`config.mk`:
```
export PLATFORM = sky130hd
export DESIGN_NAME = wscr_div
export DESIGN_NICKNAME = d
export VERILOG_FILES = /design/src/hdl/wscr_pkg.sv /design/src/hdl/wscr_div.sv
export SDC_FILE = /design/constraint.sdc
export NUM_CORES = 1
export LEC_CHECK = 0
export BUFFER_PORTS_ARGS = -buffer_cell sky130_fd_sc_hd__buf_2
export CAP_MARGIN = 20
export CORE_MARGIN = 1
export CORE_UTILIZATION = 56
export DETAILED_ROUTE_END_ITERATION = 10
export PLACE_DENSITY = 0.94
export SLEW_MARGIN = 20
export SYNTH_ARGS = -nofsm -noshare
export SYNTH_HDL_FRONTEND = slang
export SYNTH_SLANG_ARGS = --single-unit
```
`constraint.sdc`:
```
create_clock -name clk -period 4.1 [get_ports clk]
set_input_delay 0.615 -clock clk [delete_from_list [all_inputs] [get_ports clk]]
set_output_delay 0.615 -clock clk [all_outputs]
set_load 0.005 [all_outputs]
```
`src/hdl/wscr_pkg.sv`:
```
`timescale 1ns / 1ps

package wscr_pkg;

  // Default grid dimensions
  localparam int GRID_X_DEF = 128;
  localparam int GRID_Y_DEF = 32;
  localparam int GRID_Z_DEF = 64;

  // Width used for window bound arithmetic (covers grid sizes up to 1024)
  localparam int BW = 12;

  // Counter and accumulator widths
  localparam int CNT_W = 17;
  localparam int SUM_W = 49;
  localparam int SQ_W  = 81;

  // Operation codes
  localparam logic [1:0] OP_WRITE = 2'd0;
  localparam logic [1:0] OP_READ  = 2'd1;
  localparam logic [1:0] OP_CLEAN = 2'd2;

  // Configuration register indexes
  localparam logic [2:0] REG_SIZE_X   = 3'd0;
  localparam logic [2:0] REG_SIZE_Y   = 3'd1;
  localparam logic [2:0] REG_SIZE_Z   = 3'd2;
  localparam logic [2:0] REG_XY_REACH = 3'd3;
  localparam logic [2:0] REG_Z_REACH  = 3'd4;

  // Configuration reset values
  localparam logic [7:0] SIZE_X_RST   = 8'd90;
  localparam logic [5:0] SIZE_Y_RST   = 6'd20;
  localparam logic [6:0] SIZE_Z_RST   = 7'd61;
  localparam logic [4:0] XY_REACH_RST = 5'd10;
  localparam logic [6:0] Z_REACH_RST  = 7'd20;

  // Controller states
  typedef enum logic [11:0] {
    S_CLEAR  = 12'b0000_0000_0001,
    S_IDLE   = 12'b0000_0000_0010,
    S_RDWAIT = 12'b0000_0000_0100,
    S_SETUP  = 12'b0000_0000_1000,
    S_BASE   = 12'b0000_0001_0000,
    S_PASS1  = 12'b0000_0010_0000,
    S_MDIV   = 12'b0000_0100_0000,
    S_PASS2  = 12'b0000_1000_0000,
    S_VDIV   = 12'b0001_0000_0000,
    S_SQRT   = 12'b0010_0000_0000,
    S_PASS3  = 12'b0100_0000_0000,
    S_DONE   = 12'b1000_0000_0000
  } state_t;

endpackage

```
`src/hdl/wscr_div.sv`:
```
`timescale 1ns / 1ps

module wscr_div
  import wscr_pkg::*;
#(
  parameter int NW = SQ_W,
  parameter int DW = CNT_W
) (
  input  logic          clk,
  input  logic          rst,
  input  logic          start,
  input  logic [NW-1:0] num,
  input  logic [DW-1:0] den,
  output logic          done,
  output logic [NW-1:0] quo
);

  localparam int CW = $clog2(NW + 1);

  logic [NW-1:0] q;
  logic [DW-1:0] rem;
  logic [DW-1:0] d_q;
  logic [CW-1:0] left;
  logic          busy;
  logic [DW:0]   rem_sh;
  logic          ge;
  logic [DW:0]   rem_nx;

  // One restoring step: shift in the next numerator bit, try the subtract
  always_comb begin
    rem_sh = {rem, q[NW-1]};
    ge     = (rem_sh >= {1'b0, d_q});
    rem_nx = ge ? (rem_sh - {1'b0, d_q}) : rem_sh;
  end

  always_ff @(posedge clk) begin
    if (rst) begin
      busy <= 1'b0;
      done <= 1'b0;
      left <= '0;
    end else begin
      done <= 1'b0;
      if (start) begin
        busy <= 1'b1;
        left <= CW'(NW);
      end else if (busy) begin
        left <= left - 1'b1;
        if (left == CW'(1)) begin
          busy <= 1'b0;
          done <= 1'b1;
        end
      end
    end
  end

  // Quotient bits replace numerator bits as they shift out
  always_ff @(posedge clk) begin
    if (start) begin
      q   <= num;
      rem <= '0;
      d_q <= den;
    end else if (busy) begin
      q   <= {q[NW-2:0], ge};
      rem <= rem_nx[DW-1:0];
    end
  end

  assign quo = q;

endmodule
```
==> results of run 1 <==
-- final cells by class --
type                            instances  area share, %
Clock buffer                           17           5.51
Clock inverter                         15           2.31
Inverter                               23           1.15
Multi-Input combinational cell        283           30.3
Sequential cell                       124           46.0
Tap cell                              136           2.26
Timing Repair Buffer                  185           12.4
-- sequential cells by signal (all words and copies together) (netlist names) --
name / count
busy: 1
done: 1
quo: 81
rem: 17
d_q: 17
left: 7
-- power breakdown --
part	switching [mW]	internal, mW
Sequential	0.0780	1.51
Combinational	0.334	0.283
Clock	0.583	0.924
Total	0.995	2.72
-- layer usage --
layer / vias up / routed length [um]
met5: - / 0
met4: 0 / 828
met3: 71 / 1350
met2: 225 / 8300
met1: 2168 / 5630
li1: 2065 / -
-- how the worst max path moves through the flow --
stage             from  cells past startpoint  endpoint  slack, ns
3_3_place_gp   quo[80]                     10    quo[0]       1.37
5_1_grt        quo[80]                     11    rem[7]       1.03
3_5_place_dp   quo[80]                     10    quo[0]       1.34
2_1_floorplan    start                      4    quo[0]       1.28
6_report       quo[80]                     10    quo[0]       1.28
4_1_cts        quo[80]                     11    rem[0]       1.32
-- placed cells by master, fill, tap and decap left out, types with 2 or more instances in the layout --
cell	n
nor2_1	30
nor4_1	3
bufinv_16	3
inv_1	22
nor3b_1	3
a21oi_1	19
a41oi_1	2
clkinv_1	3
nand4_1	2
clkinvlp_4	3
clkinv_4	4
nor4b_1	2
edfxtp_1	98
a21boi_0	2
buf_2	181
o21ai_0	9
buf_4	4
o311ai_0	2
nand2_1	34
ha_1	19
o21a_1	2
a311oi_1	12
nor3_1	4
clkbuf_16	16
o31ai_1	2
clkinv_2	2
nand3_1	6
dfxtp_1	26
nand2b_1	2
xnor2_1	14
a211oi_1	5
xor2_1	5
mux2_2	81
-- cells by family (layout without fill, tap and decap cells) --
group,count (synthesis),count (layout),synth area share (%)
AO/OA/AOI/OAI,68,68,8.34
XOR/XNOR,19,19,2.81
adder cells (fa/ha/maj),20,20,4.35
buffers and inverters,46,240,3.13
flip-flops,124,124,58.5
multiplexers,81,81,15.4
AND/OR/NAND/NOR,95,95,7.52
-- metrics by stage --
| stage | cells | util (%) |
|---|---|---|
| finish | 783 | 73.2 |
| floorplan | 453 | - |
| detailed placement | 751 | 67.5 |
| CTS | 783 | 73.2 |
| global placement | 751 | 67.5 |
| global route | 783 | 73.2 |
==> impl_results.md, run 1 <==
- CTS resizes: 0
- CP required: 4.39 ns
- Relative slew slack: 27.3%
- Seq/Total Area, Yosys: 58.5%
- Fillcell total: 674
- Drt wl/cell: 20.6 um
- Antenna viol nets, final: 0
- Reg2reg setup slack: 1.28 ns
- Top Family by Delay on Critical Path: compound AO/OA/AOI/OAI gates
- GR Layer Usage met3: 12.7%
- Top FF cell, synth: edfxtp_1
- Vias in the first global route: 4721
- RR Endpoint: quo[0]
- Design Area, Final: 7520 um2
- Crit-path cells: inv_1 > ha_1 > inv_1 > fa_1 > a21oi_1 > o211a_1 > o31ai_4 > o21ai_2 > nand2_1 > mux2_2
- WHS Path Cells: 1
- Number of max-cap violations: 0
- Most frequent cells after synthesis: edfxtp_1, mux2_2, nand2_1, nor2_1, dfxtp_1
- PnR worst setup slack: 1.28 ns
- Flip-flop and latch area: 3460 um2
- Fmax: 0.354 GHz
- Clk_skew: 0.0107 ns
- Worst Hold Launch: den[0]
- Busiest grt layer: met2
- Seq cells post-synth: 124
- Vias per inst: 5.78
- H-tree levels: 4
- Crit share post-route: 68.8%
- Dpl ws: 1.34 ns
- Clock root buffer: clkbuf_8
- CTS tree: done
- CP peak stage delay: 0.40 ns
- Worst-path clk slew: 0.06 ns
- Pre-Repair DR Iteration Count: 4
- Met1 global-route usage: 29.4%
- Post-synth EDFFs: 98
- CTS max path bufs: 2
- Slowest-stage cell, CP: fa_1
- Die width: 105 um
- Startpoint types: flip-flop
- R2R cell count: 10
- Clock latency on the worst-skew pair: 0.55 ns
- Site row count: 37
- Worst hold path type: primary input to flip-flop
- Power Total: 3.71 mW
- Post-synth ARST share: 0%
- Detailed-route wire length: 16100 um
- Postcts setup bufs: 0
- Placed wire-length estimate: 10400 um
- Total GRT Usage: 30.2%
- Post-synthesis net count: 574
- Post-route minimum period: 2.82 ns
- CP bufs+invs: 2
- Fin. Hold Viols: 0
- WS Path Type: flip-flop to flip-flop
- Min Hold Slack: 0.244 ns
- R2r startpoint: quo[80]
- Synthesized area: 5920 um2
- Antenna violations before repair: 0
- Routed vias: 4529
- # diodes: 0
- Unrepaired setup endpoints after global routing: no
- Pwr Density: 494 nW/um2
- Synth Instances: 453
- Synth warn: 0
- Clk sinks: 124
- CTS hold repair buffers: 0
- Hold path endpoint: d_q[0]
- Starting Density: 57.6%
- TritonCTS buffer count: 17
- Leak: 3.11 nW
- Placed Area: 6930 um2
- Most common cell on crit path: inv_1
- Synth area leaders: edfxtp_1, mux2_2, dfxtp_1
- GRT met2 Usage: 52.8%
- Drt drc: 0
- Gpl congestion: 0.913
- Area Overhead vs Synth: 27.0%
- Largest net degree at the start of global routing: 82
- Final #Nets: 755
- Slew Viols, Final: 0
- Area leader, netlist: edfxtp_1
- Die H: 105 um
- CP Capture Type: flip-flop
- Max FO, Critical Path: 14
- Top-count cell post-synth: edfxtp_1
- Total negative slack: 0 ns
- I/O pins: 183
- Layout cells sized above 1: 47.1%
- Core Region: 10300 um2
- Area occupied by multi-input gates: 2280 um2
- Worst vdd ir: 450 uV
- Die area: 11000 um2
- Synth unique cells: 54
- Remaining Overflow, GRT: 0
- Critical Path AT: 3.11 ns
- Worst-Margin Slew: 1.09 ns
- Iteration-0 DRC Markers: 320
- Buffers on Ports: 182
- First-pass GRT wire length: 24600 um
- Post-synth top area share: 49.7%
- Outcome: finished clean
- Final setup viols: 0
- Post-Syn Area per Cell: 13.1 um2
Power figures use the tool's default switching activity.
==> run 2: changes to the inputs <==
Settings changed: CORE_UTILIZATION 56 to 47, PLACE_DENSITY 0.94 to 0.85.
Clock period 4.1 ns to 2.5 ns, I/O delays scaled along.
==> run 2 against run 1 <==
The run now ends with setup timing left. Routed wire length is 9.1% lower. Clock power is 55% higher. Global-route usage is 7.1 points lower. Hold slack worse by 0.12 ns. Via count is 1.7% lower. Sequential cell count stayed put. Power is 65% higher. Cell area is 6.5% higher. Sequential power is 64% higher. Sequential share of layout area is 2.8 points lower. Clock-buffer cell count is 1 higher. Critical path depth stayed put. Critical endpoint is now rem[13].
==> impl_results.md, run 2 (synthesized netlist as in run 1, its figures left out) <==
- Worst vdd ir: 580 uV (was 450 uV)
- Routed vias: 4454 (was 4529)
- Largest net degree at the start of global routing: 61 (was 82)
- R2r startpoint: d_q[0] (was quo[80])
- Most frequent cells in the layout: buf_2, edfxtp_1, mux2_2 (unchanged)
- Die area: 13100 um2 (was 11000 um2)
- Design Area, Final: 8010 um2 (was 7520 um2)
- First-pass GRT wire length: 22800 um (was 24600 um)
- Reg2reg setup slack: -0.01 ns (was 1.28 ns)
- Fin. Hold Viols: 0 (unchanged)
- Hold path endpoint: d_q[5] (was d_q[0])
- Final setup viols: 1 (was 0)
- Sw Share: 26.2% (was 26.8%)
- Placed wire-length estimate: 10300 um (was 10400 um)
- Layout cells sized above 1: 53.8% (was 47.1%)
- Vias in the first global route: 4668 (was 4721)
- Critical Path AT: 2.84 ns (was 3.11 ns)
- Number of max-cap violations: 0 (unchanged)
- Clock root buffer: clkbuf_16 (was clkbuf_8)
- Max FO, Critical Path: 2 (was 14)
- WHS Path Cells: 1 (unchanged)
- Failing checks: setup timing
- H-tree levels: 4 (unchanged)
- Crit share post-route: 100% (was 68.8%)
- Placed Area: 7210 um2 (was 6930 um2)
- R2R cell count: 10 (unchanged)
- Die H: 114 um (was 105 um)
- Fin cells: 847 (was 783)
- Max reg flops: 81 (unchanged)
- # diodes: 0 (unchanged)
- Buffers on Ports: 182 (unchanged)
- Drt wl/cell: 17.3 um (was 20.6 um)
- Clk sinks: 124 (unchanged)
- Starting Density: 48.7% (was 57.6%)
- Vias per inst: 5.26 (was 5.78)
- Post-route minimum period: 2.51 ns (was 2.82 ns)
- Comb power frac: 19.6% (was 16.6%)
- Flip-flop and latch area: 3460 um2 (unchanged)
- Flop pwr share: 42.3% (was 42.8%)
- Worst hold path type: primary input to flip-flop (unchanged)
- Relative slew slack: 67.3% (was 27.3%)
- CP required: 2.83 ns (was 4.39 ns)
- Commonest non-fill, non-tap cell in the layout: buf_2 (unchanged)
- Placed cells: 809 (was 751)
- Drt drc: 0 (unchanged)
- Leak: 3.32 nW (was 3.11 nW)
- Power Total: 6.15 mW (was 3.71 mW)
- I/O pins: 183 (unchanged)
- Startpoint types: flip-flop (unchanged)
- RR Endpoint: rem[13] (was quo[0])
- Unrepaired setup endpoints after global routing: yes (was no)
- Area Overhead vs Synth: 35.2% (was 27.0%)
- Site row count: 40 (was 37)
- Area occupied by multi-input gates: 2440 um2 (was 2280 um2)
- Fin util: 65.9% (was 73.2%)
- Iteration-0 DRC Markers: 294 (was 320)
- Gpl congestion: 0.927 (was 0.913)
- Detailed-route wire length: 14600 um (was 16100 um)
- CTS max path bufs: 2 (unchanged)
- Clock power share: 38.1% (was 40.6%)
- Worst-path clk slew: 0.06 ns (about the same)
- CP Capture Type: flip-flop (unchanged)
- TritonCTS buffer count: 17 (unchanged)
- Clk_skew: 0.0135 ns (was 0.0107 ns)
- Total negative slack: -0.00984 ns (was 0 ns)
- Net Sw Power: 1.61 mW (was 0.995 mW)
- WS Path Type: flip-flop to flip-flop (unchanged)
- Worst-Margin Slew: 0.483 ns (was 1.09 ns)
- Fmax: 0.398 GHz (was 0.354 GHz)
- Slew Viols, Final: 0 (unchanged)
- Antenna viol nets, final: 0 (unchanged)
- Core Region: 12200 um2 (was 10300 um2)
- Min Hold Slack: 0.127 ns (was 0.244 ns)
- Outcome: finished, violations left (was finished clean)
- CTS tree: done (unchanged)
- Final #Nets: 788 (was 755)
- Cell internal pwr: 4.53 mW (was 2.72 mW)
- Fillcell total: 932 (was 674)
- Total GRT Usage: 23.1% (was 30.2%)
- PnR worst setup slack: -0.00984 ns (was 1.28 ns)
- Remaining Overflow, GRT: 0 (unchanged)
- Clock latency on the worst-skew pair: 0.42 ns (was 0.55 ns)
- Pre-Repair DR Iteration Count: 4 (unchanged)
- Dpl ws: -0.137 ns (was 1.34 ns)
- Pwr Density: 767 nW/um2 (was 494 nW/um2)
- Antenna violations before repair: 0 (unchanged)
- Worst Hold Launch: den[5] (was den[0])
- Die width: 114 um (was 105 um)
run 2: worst max-delay path by stage:
stage / cells past startpoint / slack, ns / start / endpoint
after global routing: 13 / -0.15 / quo[80] / rem[12]
after floorplan: 11 / 0.01 / quo[80] / quo[0]
final: 10 / -0.01 / d_q[0] / rem[13]
after detailed placement: 11 / -0.14 / quo[80] / rem[13]
after CTS: 10 / -0.10 / d_q[0] / rem[13]
after global placement: 11 / -0.04 / quo[80] / rem[13]
run 2: final cells by class:
class / instances / area share, %
clock buffer: 18 / 5.36
clock inverter: 13 / 1.58
inverter: 23 / 1.08
multi-input combinational: 283 / 30.5
sequential: 124 / 43.2
tap: 168 / 2.62
timing repair buffer: 218 / 15.7
run 2: power groups by stage:
stage          Clock, mW  Combinational, mW  Sequential (mW)
2_1_floorplan          0              0.616             2.62
3_3_place_gp           0               1.05             2.62
3_5_place_dp           0               1.08             2.63
4_1_cts             2.37               1.11             2.60
5_1_grt             2.45               1.31             2.63
6_report            2.34               1.20             2.60
run 2: critical path, stage by stage (launching register included):
cell	delay (ns)
edfxtp_1	0.42
ha_4	0.19
inv_2	0.05
fa_2	0.20
a21oi_2	0.07
o211a_1	0.26
o31ai_4	0.22
o21ai_2	0.09
and2_4	0.19
or4_4	0.50
a311oi_2	0.24
run 2: metal layers:
| metal | global-route usage, % | routed length [um] | vias to the layer above |
|---|---|---|---|
| li1 | - | - | 2124 |
| met1 | 25.8 | 5650 | 2135 |
| met2 | 39.6 | 7570 | 167 |
| met3 | 8.15 | 1070 | 28 |
| met4 | 10.3 | 362 | 0 |
| met5 | 0 | 0 | - |
run 2: repair_timing:
item | CTS | global route
endpoints found under the setup margin | 11 | 18
hold buffers | 0 | 0
buffers inserted | 5 | 1
gates cloned | 0 | 1
resized for setup | 6 | 38
pin swaps | 10 | 20
hold endpoints to repair | 0 | 0
==> run 3: changes to the inputs <==
--- a/config.mk
+++ b/config.mk
@@ -13,2 +13,3 @@
 export PLACE_DENSITY = 0.85
+export REMOVE_ABC_BUFFERS = 1
 export SLEW_MARGIN = 20
--- a/constraint.sdc
+++ b/constraint.sdc
@@ -3,2 +3,2 @@
 set_output_delay 0.375 -clock clk [all_outputs]
-set_load 0.005 [all_outputs]
+set_load 0.1 [all_outputs]
==> run 3 against run 2 <==
The run still ends with setup timing left. Fmax fell by 0.49%. Sequential cell count stayed put. Register-to-register slack barely moved. Cell area decreased by 2.6%. Worst setup slack got worse by 0.012 ns. Die area unchanged. Utilization fell by 1.7 points. Routed wire length fell by 5.0%. Global-route usage fell by 1.3 points. Sequential power about the same. Non-clock buffer count fell by 9. Largest cell class unchanged.
==> impl_results.md, run 3 (synthesized netlist as in run 1, its figures left out) <==
- Outcome: finished, violations left (unchanged)
- Failing checks: setup timing (unchanged)
- Clk sinks: 124 (unchanged)
- I/O pins: 183 (unchanged)
- Fin cells: 839 (was 847)
- Drt wl/cell: 16.6 um (was 17.3 um)
- Clk_skew: 0.0105 ns (was 0.0135 ns)
- Fin. Hold Viols: 0 (unchanged)
- CP Capture Type: flip-flop (unchanged)
- CP required: 2.81 ns (was 2.83 ns)
- Core Region: 12200 um2 (unchanged)
- Buffers on Ports: 182 (unchanged)
- Worst vdd ir: 788 uV (was 580 uV)
- Die area: 13100 um2 (unchanged)
- Comb power frac: 29.6% (was 19.6%)
- Busiest grt layer: met2 (unchanged)
- Crit share post-route: 101% (was 100%)
- Starting Density: 48.7% (unchanged)
- Hold path endpoint: d_q[6] (was d_q[5])
- Gpl congestion: 0.889 (was 0.927)
- Placed Area: 7170 um2 (was 7210 um2)
- Remaining Overflow, GRT: 0 (unchanged)
- GR Layer Usage met3: 8.42% (was 8.15%)
- Slew Viols, Final: 0 (unchanged)
- Met1 global-route usage: 24.0% (was 25.8%)
- R2R cell count: 10 (unchanged)
- Die width: 114 um (unchanged)
- Drt drc: 0 (unchanged)
- Post-route minimum period: 2.52 ns (was 2.51 ns)
- Net Sw Power: 2.57 mW (was 1.61 mW)
- Pwr Density: 906 nW/um2 (was 767 nW/um2)
- Reg2reg setup slack: -0.02 ns (was -0.01 ns)
- Total negative slack: -0.0223 ns (was -0.00984 ns)
- CTS tree: done (unchanged)
- Placed wire-length estimate: 9980 um (was 10300 um)
- Largest net degree at the start of global routing: 78 (was 61)
- Fmax: 0.396 GHz (was 0.398 GHz)
- Iteration-0 DRC Markers: 250 (was 294)
- Vias per inst: 5.24 (was 5.26)
- Unrepaired setup endpoints after global routing: yes (unchanged)
- Antenna viol nets, final: 0 (unchanged)
- Routed vias: 4396 (was 4454)
- Worst hold path type: primary input to flip-flop (unchanged)
- Clock latency on the worst-skew pair: 0.41 ns (was 0.42 ns)
- Fin util: 64.1% (was 65.9%)
- WHS Path Cells: 1 (unchanged)
- Area Overhead vs Synth: 31.6% (was 35.2%)
- Critical Path AT: 2.84 ns (about the same)
- Clock root buffer: clkbuf_16 (unchanged)
- Layout cells sized above 1: 50.4% (was 53.8%)
- Most frequent cells in the layout: buf_2, edfxtp_1, mux2_2 (unchanged)
- Pre-Repair DR Iteration Count: 6 (was 4)
- Final setup viols: 1 (unchanged)
- Cell internal pwr: 4.49 mW (was 4.53 mW)
- Vias in the first global route: 4570 (was 4668)
- Detailed-route wire length: 13900 um (was 14600 um)
- H-tree levels: 4 (unchanged)
- GRT met2 Usage: 37.7% (was 39.6%)
- RR Endpoint: rem[13] (unchanged)
- Startpoint types: flip-flop (unchanged)
- Worst-path clk slew: 0.05 ns (was 0.06 ns)
- Commonest non-fill, non-tap cell in the layout: buf_2 (unchanged)
- Min Hold Slack: 0.139 ns (was 0.127 ns)
- Leak: 3.23 nW (was 3.32 nW)
- Total GRT Usage: 21.7% (was 23.1%)
- TritonCTS buffer count: 17 (unchanged)
- Flop pwr share: 36.8% (was 42.3%)
- Clock power share: 33.6% (was 38.1%)
- First-pass GRT wire length: 21600 um (was 22800 um)
- Max FO, Critical Path: 3 (was 2)
- Antenna violations before repair: 1 (was 0)
- Worst-Margin Slew: 0.517 ns (was 0.483 ns)
- Final #Nets: 779 (was 788)
- PnR worst setup slack: -0.0223 ns (was -0.00984 ns)
- CTS max path bufs: 2 (unchanged)
- Number of max-cap violations: 0 (unchanged)
- # diodes: 0 (unchanged)
- Placed cells: 806 (was 809)
- Design Area, Final: 7800 um2 (was 8010 um2)
- Max reg flops: 81 (unchanged)
- Site row count: 40 (unchanged)
- Die H: 114 um (unchanged)
- WS Path Type: flip-flop to flip-flop (unchanged)
- R2r startpoint: d_q[0] (unchanged)
- Sw Share: 36.5% (was 26.2%)
- Relative slew slack: 65.8% (was 67.3%)
- Worst Hold Launch: den[6] (was den[5])
[run 3: power by group through the flow]
stage	combinational [mW]	clock, mW	sequential [mW]
3_5_place_dp	2.07	0	2.63
4_1_cts	2.08	2.41	2.60
3_3_place_gp	2.03	0	2.62
6_report	2.09	2.37	2.60
5_1_grt	2.19	2.49	2.62
2_1_floorplan	0.560	0	3.66
[run 3: per-stage QoR]
step | setup slack (ns) | power (mW)
after floorplan | -0.793 | 4.22
after global placement | -0.0140 | 4.65
after detailed placement | -0.106 | 4.70
after CTS | -0.0405 | 7.09
after global routing | -0.0859 | 7.30
final | -0.0223 | 7.06
[run 3: worst max-delay path, cell delays in order, from the launching register on]
cell and delay (ns):
edfxtp_1 0.38, ha_2 0.21, inv_2 0.06, fa_2 0.20, a21oi_2 0.07, o211a_1 0.25
o31ai_4 0.21, o21ai_2 0.10, and2_4 0.16, or4_4 0.51, a311oi_2 0.30
[run 3: how the worst max path moves through the flow]
stage	slack [ns]	cells after the start	from	endpoint
floorplan	-0.79	11	quo[80]	rem[13]
global placement	-0.01	11	quo[80]	rem[13]
detailed placement	-0.11	11	quo[80]	rem[13]
CTS	-0.04	10	d_q[0]	rem[13]
global route	-0.09	12	quo[80]	rem[14]
finish	-0.02	10	d_q[0]	rem[13]
[run 3: layout make-up]
cell class,count,area (um2)
clock buffer,18,429
multi-input combinational,283,2320
timing repair buffer,209,1140
fill,921,4360
clock inverter,14,146
inverter,23,86.3
tap,168,210
sequential,124,3460
[run 3: routing by layer]
metal / vias to the layer above / part of all wire [%] / wire, um
met4: 0 / 1.6 / 217
met2: 147 / 52 / 7200
li1: 2110 / - / -
met3: 21 / 7.5 / 1040
met5: - / 0 / 0
met1: 2118 / 39 / 5460
[run 3: repair_timing]
| item | 4_1_cts | 5_1_grt |
|---|---|---|
| setup buffers | 1 | 0 |
| hold buffers | 0 | 0 |
| hold endpoints to repair | 0 | 0 |
| resized for setup | 6 | 5 |
| endpoints found under the setup margin | 15 | 17 |
| pin swaps | 9 | 1 |
